==> src/hw/rtl/sha256_pkg.sv <==
`default_nettype none
// ---------------------------------------------------------------------------
// SHA-256 stream hasher package
// Shared constants, types and round functions.
// ---------------------------------------------------------------------------
package sha256_pkg;

  localparam int unsigned QueueDepth = 4;

  typedef enum logic {
    REQ_ABSORB = 1'b0,
    REQ_FINISH = 1'b1
  } req_t;

  // command handed from the front part to the engine
  typedef struct packed {
    req_t       req;
    logic [7:0] data;
  } cmd_t;

  typedef enum logic [3:0] {
    ST_IDLE,
    ST_LOAD,
    ST_PADB,
    ST_PADZ,
    ST_PADL,
    ST_CREAD,
    ST_ROUND,
    ST_ADD,
    ST_EMIT
  } eng_state_t;

  localparam logic [31:0] H_INIT [8] = '{
    32'h6a09e667, 32'hbb67ae85, 32'h3c6ef372, 32'ha54ff53a,
    32'h510e527f, 32'h9b05688c, 32'h1f83d9ab, 32'h5be0cd19
  };

  localparam logic [31:0] K_ROUND [64] = '{
    32'h428a2f98, 32'h71374491, 32'hb5c0fbcf, 32'he9b5dba5,
    32'h3956c25b, 32'h59f111f1, 32'h923f82a4, 32'hab1c5ed5,
    32'hd807aa98, 32'h12835b01, 32'h243185be, 32'h550c7dc3,
    32'h72be5d74, 32'h80deb1fe, 32'h9bdc06a7, 32'hc19bf174,
    32'he49b69c1, 32'hefbe4786, 32'h0fc19dc6, 32'h240ca1cc,
    32'h2de92c6f, 32'h4a7484aa, 32'h5cb0a9dc, 32'h76f988da,
    32'h983e5152, 32'ha831c66d, 32'hb00327c8, 32'hbf597fc7,
    32'hc6e00bf3, 32'hd5a79147, 32'h06ca6351, 32'h14292967,
    32'h27b70a85, 32'h2e1b2138, 32'h4d2c6dfc, 32'h53380d13,
    32'h650a7354, 32'h766a0abb, 32'h81c2c92e, 32'h92722c85,
    32'ha2bfe8a1, 32'ha81a664b, 32'hc24b8b70, 32'hc76c51a3,
    32'hd192e819, 32'hd6990624, 32'hf40e3585, 32'h106aa070,
    32'h19a4c116, 32'h1e376c08, 32'h2748774c, 32'h34b0bcb5,
    32'h391c0cb3, 32'h4ed8aa4a, 32'h5b9cca4f, 32'h682e6ff3,
    32'h748f82ee, 32'h78a5636f, 32'h84c87814, 32'h8cc70208,
    32'h90befffa, 32'ha4506ceb, 32'hbef9a3f7, 32'hc67178f2
  };

  localparam logic [7:0] PAD_BYTE = 8'h80;
  localparam logic [5:0] LEN_POS  = 6'd56;

  function automatic logic [31:0] rotr(input logic [31:0] x, input int unsigned n);
    rotr = (x >> n) | (x << (32 - n));
  endfunction

  function automatic logic [31:0] ssig0(input logic [31:0] x);
    ssig0 = rotr(x, 7) ^ rotr(x, 18) ^ (x >> 3);
  endfunction

  function automatic logic [31:0] ssig1(input logic [31:0] x);
    ssig1 = rotr(x, 17) ^ rotr(x, 19) ^ (x >> 10);
  endfunction

  function automatic logic [31:0] bsig0(input logic [31:0] x);
    bsig0 = rotr(x, 2) ^ rotr(x, 13) ^ rotr(x, 22);
  endfunction

  function automatic logic [31:0] bsig1(input logic [31:0] x);
    bsig1 = rotr(x, 6) ^ rotr(x, 11) ^ rotr(x, 25);
  endfunction

endpackage
`default_nettype wire

==> src/hw/rtl/sha256_fifo.sv <==
`default_nettype none
// ---------------------------------------------------------------------------
// SHA-256 command queue
// Short register queue between the accepting front and the engine.
// ---------------------------------------------------------------------------
module sha256_fifo #(
  parameter int unsigned DEPTH = sha256_pkg::QueueDepth
) (
  input  wire logic              clk,
  input  wire logic              rst,
  input  wire logic              wr_en,
  input  wire sha256_pkg::cmd_t  wr_data,
  output logic                   full,
  input  wire logic              rd_en,
  output sha256_pkg::cmd_t       rd_data,
  output logic                   empty
);
  localparam int unsigned AW = (DEPTH > 1) ? $clog2(DEPTH) : 1;

  sha256_pkg::cmd_t mem [DEPTH];
  logic [AW-1:0] wptr;
  logic [AW-1:0] rptr;
  logic [AW:0]   count;

  assign full    = (count == (AW+1)'(DEPTH));
  assign empty   = (count == '0);
  assign rd_data = mem[rptr];

  always_ff @(posedge clk) begin
    if (wr_en && !full) begin
      mem[wptr] <= wr_data;
    end
  end

  always_ff @(posedge clk) begin
    if (rst) begin
      wptr  <= '0;
      rptr  <= '0;
      count <= '0;
    end else begin
      if (wr_en && !full) begin
        wptr <= (wptr == AW'(DEPTH - 1)) ? '0 : wptr + 1'b1;
      end
      if (rd_en && !empty) begin
        rptr <= (rptr == AW'(DEPTH - 1)) ? '0 : rptr + 1'b1;
      end
      count <= count + (AW+1)'(wr_en && !full) - (AW+1)'(rd_en && !empty);
    end
  end

  assert property (@(posedge clk) disable iff (rst) count <= (AW+1)'(DEPTH))
    else $error("queue count overflow");
  assert property (@(posedge clk) disable iff (rst)
    (rd_en && !empty && !(wr_en && !full)) |=> !full)
    else $error("queue full after pop");
  assert property (@(posedge clk) disable iff (rst)
    (wr_en && !full && !(rd_en && !empty)) |=> !empty)
    else $error("queue empty after push");

endmodule
`default_nettype wire

==> src/hw/rtl/sha256_engine.sv <==
`default_nettype none
// ---------------------------------------------------------------------------
// SHA-256 engine
// Block store, padding sequencer, one round per cycle with a rolling
// 16-word schedule window, and a one-entry digest output register.
// ---------------------------------------------------------------------------
module sha256_engine (
  input  wire logic         clk,
  input  wire logic         rst,
  input  wire logic         cmd_valid,
  input  wire sha256_pkg::cmd_t cmd,
  output logic              cmd_take,
  output logic              empty,
  input  wire logic         pop,
  output logic [31:0]       digest_word,
  output logic [2:0]        word_index,
  output logic              last_word
);
  sha256_pkg::eng_state_t state, state_next;

  logic [31:0] chain [8];
  logic [31:0] v     [8];
  logic [31:0] w     [16];   // block store as words, then schedule window
  logic [5:0]  fill;
  logic [60:0] total;
  logic [5:0]  rnd;
  logic        finishing;   // compression belongs to padding
  logic        second;      // length still goes in a new block
  logic [2:0]  emit_idx;
  logic        out_valid;

  logic [63:0] bits;
  logic [31:0] t1, t2, w_new, w_cur;
  logic        store_byte;
  logic [7:0]  store_val;

  assign bits  = {total, 3'b000};
  assign w_cur = w[0];
  assign w_new = sha256_pkg::ssig1(w[14]) + w[9] + sha256_pkg::ssig0(w[1]) + w[0];
  assign t1 = v[7] + sha256_pkg::bsig1(v[4]) + ((v[4] & v[5]) ^ (~v[4] & v[6]))
              + sha256_pkg::K_ROUND[rnd] + w_cur;
  assign t2 = sha256_pkg::bsig0(v[0]) + ((v[0] & v[1]) ^ (v[0] & v[2]) ^ (v[1] & v[2]));

  assign empty       = !out_valid;
  assign digest_word = chain[emit_idx];
  assign word_index  = emit_idx;
  assign last_word   = (emit_idx == 3'd7);

  // next state
  always_comb begin
    state_next = state;
    unique case (state)
      sha256_pkg::ST_IDLE: begin
        if (cmd_valid) begin
          state_next = (cmd.req == sha256_pkg::REQ_FINISH) ? sha256_pkg::ST_PADB
                                                           : sha256_pkg::ST_LOAD;
        end
      end
      sha256_pkg::ST_LOAD:
        state_next = (fill == 6'd63) ? sha256_pkg::ST_CREAD : sha256_pkg::ST_IDLE;
      sha256_pkg::ST_PADB:
        state_next = (fill == 6'd63) ? sha256_pkg::ST_CREAD
                   : (fill >= sha256_pkg::LEN_POS) ? sha256_pkg::ST_PADZ
                   : (fill == sha256_pkg::LEN_POS - 6'd1) ? sha256_pkg::ST_PADL
                   : sha256_pkg::ST_PADZ;
      sha256_pkg::ST_PADZ: begin
        if (second) begin
          state_next = (fill == 6'd63) ? sha256_pkg::ST_CREAD : sha256_pkg::ST_PADZ;
        end else begin
          state_next = (fill == sha256_pkg::LEN_POS - 6'd1) ? sha256_pkg::ST_PADL
                                                            : sha256_pkg::ST_PADZ;
        end
      end
      sha256_pkg::ST_PADL:
        state_next = (fill == 6'd63) ? sha256_pkg::ST_CREAD : sha256_pkg::ST_PADL;
      sha256_pkg::ST_CREAD: state_next = sha256_pkg::ST_ROUND;
      sha256_pkg::ST_ROUND:
        state_next = (rnd == 6'd63) ? sha256_pkg::ST_ADD : sha256_pkg::ST_ROUND;
      sha256_pkg::ST_ADD: begin
        if (!finishing)   state_next = sha256_pkg::ST_IDLE;
        else if (second)  state_next = sha256_pkg::ST_PADZ;
        else              state_next = sha256_pkg::ST_EMIT;
      end
      sha256_pkg::ST_EMIT:
        state_next = (pop && out_valid && emit_idx == 3'd7) ? sha256_pkg::ST_IDLE
                                                            : sha256_pkg::ST_EMIT;
      default: state_next = sha256_pkg::ST_IDLE;
    endcase
  end

  // outputs of the sequencer
  always_comb begin
    cmd_take   = 1'b0;
    store_byte = 1'b0;
    store_val  = cmd.data;
    unique case (state)
      sha256_pkg::ST_IDLE: cmd_take = cmd_valid;
      sha256_pkg::ST_LOAD: store_byte = 1'b1;
      sha256_pkg::ST_PADB: begin
        store_byte = 1'b1;
        store_val  = sha256_pkg::PAD_BYTE;
      end
      sha256_pkg::ST_PADZ: begin
        store_byte = 1'b1;
        store_val  = 8'h00;
      end
      sha256_pkg::ST_PADL: begin
        store_byte = 1'b1;
        store_val  = bits[8'(7 - (fill - sha256_pkg::LEN_POS)) * 8 +: 8];
      end
      default: ;
    endcase
  end

  logic [7:0] pend_byte;

  always_ff @(posedge clk) begin
    if (state == sha256_pkg::ST_IDLE && cmd_valid) begin
      pend_byte <= cmd.data;
    end
    if (store_byte) begin
      for (int i = 0; i < 4; i++) begin
        if (fill[1:0] == 2'(i)) begin
          w[fill[5:2]][31-8*i -: 8] <= (state == sha256_pkg::ST_LOAD) ? pend_byte
                                                                      : store_val;
        end
      end
    end
    if (state == sha256_pkg::ST_CREAD) begin
      for (int i = 0; i < 8; i++) v[i] <= chain[i];
    end
    if (state == sha256_pkg::ST_ROUND) begin
      for (int i = 0; i < 15; i++) w[i] <= w[i+1];
      w[15] <= w_new;
      v[7] <= v[6]; v[6] <= v[5]; v[5] <= v[4]; v[4] <= v[3] + t1;
      v[3] <= v[2]; v[2] <= v[1]; v[1] <= v[0]; v[0] <= t1 + t2;
    end
  end

  always_ff @(posedge clk) begin
    if (rst) begin
      state     <= sha256_pkg::ST_IDLE;
      fill      <= '0;
      total     <= '0;
      rnd       <= '0;
      finishing <= 1'b0;
      second    <= 1'b0;
      emit_idx  <= '0;
      out_valid <= 1'b0;
      for (int i = 0; i < 8; i++) chain[i] <= sha256_pkg::H_INIT[i];
    end else begin
      state <= state_next;
      if (state == sha256_pkg::ST_IDLE && cmd_valid) begin
        finishing <= (cmd.req == sha256_pkg::REQ_FINISH);
      end
      if (store_byte) fill <= fill + 6'd1;
      if (state == sha256_pkg::ST_LOAD) total <= total + 61'd1;
      if (state == sha256_pkg::ST_PADB) begin
        second <= (fill >= sha256_pkg::LEN_POS);
      end
      if (state == sha256_pkg::ST_PADZ && !second
          && fill == sha256_pkg::LEN_POS - 6'd1) begin
        second <= 1'b0;
      end
      if (state == sha256_pkg::ST_ROUND) rnd <= rnd + 6'd1;
      if (state == sha256_pkg::ST_ADD) begin
        for (int i = 0; i < 8; i++) chain[i] <= chain[i] + v[i];
        // after the overflow block, pad zeros then length in a fresh block
        if (second) second <= 1'b0;
        if (finishing && !second) begin
          out_valid <= 1'b1;
          emit_idx  <= '0;
        end
      end
      if (state == sha256_pkg::ST_EMIT && pop && out_valid) begin
        emit_idx <= emit_idx + 3'd1;
        if (emit_idx == 3'd7) begin
          out_valid <= 1'b0;
          fill      <= '0;
          total     <= '0;
          finishing <= 1'b0;
          for (int i = 0; i < 8; i++) chain[i] <= sha256_pkg::H_INIT[i];
        end
      end
    end
  end

  assert property (@(posedge clk) disable iff (rst)
    out_valid |-> state == sha256_pkg::ST_EMIT)
    else $error("digest shown outside emit");
  assert property (@(posedge clk) disable iff (rst)
    cmd_take |-> state == sha256_pkg::ST_IDLE && !out_valid)
    else $error("command taken while busy");
  assert property (@(posedge clk) disable iff (rst)
    (state == sha256_pkg::ST_ROUND && rnd == 6'd63) |=> state == sha256_pkg::ST_ADD)
    else $error("round count slipped");
  assert property (@(posedge clk) disable iff (rst)
    (state == sha256_pkg::ST_PADL) |-> fill >= sha256_pkg::LEN_POS)
    else $error("length written too early");

endmodule
`default_nettype wire

==> src/hw/rtl/sha256_stream_hasher_top.sv <==
`default_nettype none
// ---------------------------------------------------------------------------
// SHA-256 stream hasher
// Byte-stream SHA-256 with queue-style input and digest output.
//
// channel   direction  handshake        payload
// input     in         push / full      req_type, data_byte
// result    out        pop / empty      digest_word, word_index, last_word
//
// An absorb byte passes engine states IDLE and LOAD; the 64th byte of a block
// adds CREAD, the round loop and ADD (one round per cycle, one shared unit).
// Finish takes the padding bytes at one per cycle plus one or two blocks.
// The input queue takes items until full while the engine compresses or emits.
// rst clears all control state and loads the initial hash values.
// ---------------------------------------------------------------------------
module sha256_stream_hasher_top #(
  parameter int unsigned QUEUE_DEPTH = sha256_pkg::QueueDepth
) (
  input  wire logic        clk,
  input  wire logic        rst,
  input  wire logic        push,
  output logic             full,
  input  wire logic        req_type,
  input  wire logic [7:0]  data_byte,
  output logic             empty,
  input  wire logic        pop,
  output logic [31:0]      digest_word,
  output logic [2:0]       word_index,
  output logic             last_word
);
  sha256_pkg::cmd_t in_cmd, q_cmd;
  logic q_empty, q_take;

  assign in_cmd.req  = sha256_pkg::req_t'(req_type);
  assign in_cmd.data = data_byte;

  sha256_fifo #(.DEPTH(QUEUE_DEPTH)) u_fifo (
    .clk     (clk),
    .rst     (rst),
    .wr_en   (push),
    .wr_data (in_cmd),
    .full    (full),
    .rd_en   (q_take),
    .rd_data (q_cmd),
    .empty   (q_empty)
  );

  sha256_engine u_engine (
    .clk         (clk),
    .rst         (rst),
    .cmd_valid   (!q_empty),
    .cmd         (q_cmd),
    .cmd_take    (q_take),
    .empty       (empty),
    .pop         (pop),
    .digest_word (digest_word),
    .word_index  (word_index),
    .last_word   (last_word)
  );

endmodule
`default_nettype wire
==> config.mk <==
export PLATFORM = sky130hd
export DESIGN_NAME = sha256_stream_hasher_top
export DESIGN_NICKNAME = d
export VERILOG_FILES = /design/src/hw/rtl/sha256_pkg.sv /design/src/hw/rtl/sha256_fifo.sv /design/src/hw/rtl/sha256_engine.sv /design/src/hw/rtl/sha256_stream_hasher_top.sv
export SDC_FILE = /design/constraint.sdc
export NUM_CORES = 2
export LEC_CHECK = 0
export ABC_AREA = 1
export BUFFER_PORTS_ARGS = -buffer_cell sky130_fd_sc_hd__buf_2
export CORE_MARGIN = 2
export CORE_UTILIZATION = 35
export CTS_CLUSTER_SIZE = 25
export DETAILED_ROUTE_END_ITERATION = 12
export GPL_TIMING_DRIVEN = 0
export HOLD_SLACK_MARGIN = 0.02
export SYNTH_ARGS = -nofsm -noshare
export SYNTH_HDL_FRONTEND = slang
export SYNTH_HIERARCHICAL = 1
export SYNTH_SLANG_ARGS = --single-unit
==> constraint.sdc <==
create_clock -name clk -period 9.05 [get_ports clk]
set_clock_uncertainty 0.2 [all_clocks]
set_input_delay 0.4525 -clock clk [delete_from_list [all_inputs] [get_ports clk]]
set_output_delay 0.4525 -clock clk [all_outputs]
set_load 0.005 [all_outputs]
==> flow_summary.yaml <==
global_route:
  grt_pass1_wl_mm: 512
  grt_start_max_net_pins: 115
  grt_overflow: 0
  first_global_vias: 71800
  grt.total_usage_pct: 30.7
  antenna_found_initial: 13
cts:
  cts-root-to-sink-buffers: 3
  numCtsBuffers: 140
  cts_tree: "built"
  cts.sinks: 1163
  root_buffer: "clkbuf_16"
  clk_pin_slew_worst_paths_ns: 0.06
  htreeDepth: 4
  clock_latency_ns: 0.85
power_and_ir_drop:
  leakage_nw: 37.3
  ir_drop_v: 0.000202
  p_total_mw: 19.8
  p_per_area_mw_per_mm2: 220
flow_run:
  maxCapViolCount: 4
synthesis:
  yosys-top-cells-count: "nand2_1 (2723), inv_1 (1148), o21ai_0 (955), edfxtp_1 (940), a21oi_1 (834)"
  async_reset_ff_share_pct: 0
  syn_area_mm2: 0.0803
  synth.distinct_cells: 70
  synth_nets: 10700
  synthFlopType: "edfxtp_1"
  synth_top_cell_area_share_pct: 35.2
  yosysMostFrequentCell: "nand2_1"
  ys_ff_latch: 1163
  yosysWarningCount: 6
  synth_area_leaders: "edfxtp_1 (35%), nand2_1 (13%), ha_1 (6.4%)"
  netlist_instances: 10000
  synth-seq-area-share_pct: 40.7
  syn_area_per_cell_um2: 7.99
  yosysTopAreaCell: "edfxtp_1"
  synth_edf_count: 940
setup_path:
  worstPathArrival_ns: 9.62
  cp-start-kind: "register"
  worstSetupPathType: "reg -> reg"
  endpoint_kind: "register"
  cp_max_fo: 12
  crit_required_ns: 9.43
  cp_common_cell: "nand2_1"
  critPathMaxStageDelay_ns: 0.89
  slowest_stage: "xor2_1"
outcome:
  violations: "capacitance limit, slew limit, setup timing"
  status: "finished, violations left"
placement:
  placedCellCount: 13100
  place_congestion: 1.11
  dpl.hpwl_mm: 292
  io_buffers: 50
floorplan:
  core_area_mm2: 0.228
  io_pins: 51
  die_y_um: 483
  fp-row-count: 175
  die_x_um: 483
  start_util_pct: 35.2
  die_area_mm2: 0.233
layout:
  nets: 10900
  area_growth_pct: 12.2
  drive_gt1_share_pct: 5.71
  finalNonFillerCells: 13400
worst_hold_path:
  hold_path.class: "in -> reg"
timing:
  maxSlewViolCount: 23
  worstMarginPinSlew_ns: 1.60
  finalSetupViolCount: 4
  hold_viol: 0
  rsz0062_at_grt: "yes"
  period_share_pct: 102
  max_freq_mhz: 108
  layout_setup_ws_ns: -0.191
  slew_headroom_pct: -6.75
  finalCriticalPeriod_ns: 9.24
drt:
  drtIter0Drc: 10500
  first_pass_iters: 7
  post_drt_via_cell_ratio: 5.74
  wl_per_cell_um: 27.5
  dr_total_vias: 76900
  drc: 0
  wl_mm: 368
  ant_nets: 0
==> cell type report <==
cell class	count	area, um2
Buffer	388	1650
Antenna cell	12	30.0
Clock inverter	89	1100
Inverter	1171	4420
Multi-Input combinational cell	7320	42000
Clock buffer	170	3760
Fill cell	23300	138000
Timing Repair Buffer	86	663
Sequential cell	1163	32700
Tap cell	3009	3760
==> worst paths after layout <==
path | startpoint | depth (start not counted) | to | slack (ns)
worst max-delay path | u_engine/rnd[0] | 33 | u_engine/v[0][28] | -0.19
worst min-delay path | req_type | 2 | u_fifo/mem[2][8] | 0.17
worst max register to register | u_engine/rnd[0] | 33 | u_engine/v[0][28] | -0.19
worst min register to register | u_engine/total[28] | 1 | u_engine/total[28] | 0.28
==> power by group <==
part | internal [mW] | leakage [nW] | switching, mW
registers | 6.56 | 10.1 | 0.137
clock network | 3.44 | 2.35 | 2.54
logic | 2.00 | 24.8 | 5.12
==> critical path, delay by kind of cell (launching register included) <==
kind | cells | cell delay, ns
compound gates | 5 | 1.16
xor+xnor | 1 | 0.89
fa+ha+maj | 8 | 3.39
buf+inv | 6 | 0.86
flops | 1 | 0.49
simple gates | 13 | 1.93
==> logic make-up (layout without fill, tap and decap cells) <==
kind of cell | Yosys count | after routing | share of synthesized area [%]
DFF | 1163 | 1163 | 40.7
and+or+nand+nor | 4025 | 4025 | 20.3
adders and majority gates | 606 | 606 | 11.3
AOI/OAI and AO/OA | 2298 | 2298 | 15.9
muxes | 7 | 7 | 0.0889
other | 0 | 12 | 0
buffers and inverters | 1559 | 1904 | 7.49
xor gates and xnor gates | 384 | 384 | 4.19
==> through the flow <==
stage / util (%) / hold slack (ns) / area, um2 / worst slack (ns) / setup TNS, ns
after floorplan: - / 0.243 / 80300 / 1.60 / 0
after global placement: 37.0 / 0.257 / 84300 / -2.02 / -229.85
after detailed placement: 37.1 / 0.274 / 84400 / -1.88 / -39.56
after CTS: 39.4 / 0.128 / 89800 / 0.00178 / 0
after global routing: 39.5 / 0.177 / 90000 / -0.268 / -1.09
final: 39.6 / 0.170 / 90100 / -0.191 / -0.440
==> routing by layer <==
metal | up-vias | GRT usage (%) | share of wire [%]
li1 | 34100 | - | -
met1 | 36800 | 38.9 | 38
met2 | 4911 | 46.2 | 42
met3 | 1110 | 8.40 | 12
met4 | 4 | 19.4 | 7.8
met5 | - | 0 | 0.0073
==> registers in the layout (all words and copies together), names as in the netlist, 2 cells and up, named ones only <==
signal               cells
u_fifo/wptr              2
u_engine/state           4
u_fifo/count             3
u_engine/v             256
u_engine/rnd             6
u_engine/word_index      3
u_fifo/mem              36
u_engine/total          61
u_engine/chain         256
u_fifo/rptr              2
u_engine/w             512
u_engine/fill            6
u_engine/pend_byte       8
==> what timing repair did <==
item / 4_1_cts / 5_1_grt
resized for setup: 68 / 69
pin swaps: 6 / 1
hold buffers: 13 / 0
setup endpoints to repair: 45 / 24
buffers inserted: 11 / 6
endpoints found under the hold margin: 52 / 0
==> cell usage in the layout (no fill, tap or decap), types with 61 or more instances in the layout <==
cell,count
nand2_1,2714
inv_1,1142
edfxtp_1,940
o21ai_0,927
a21oi_1,832
nor2_1,616
ha_1,406
nand3_1,352
clkbuf_1,257
dfxtp_1,220
xor2_1,205
fa_1,196
xnor2_1,158
buf_2,149
clkbuf_16,143
nor3_1,124
o21bai_1,85
nand4_1,81
a31oi_1,70
o211ai_1,68
a21o_1,61
(Power assumes the default switching activity.)
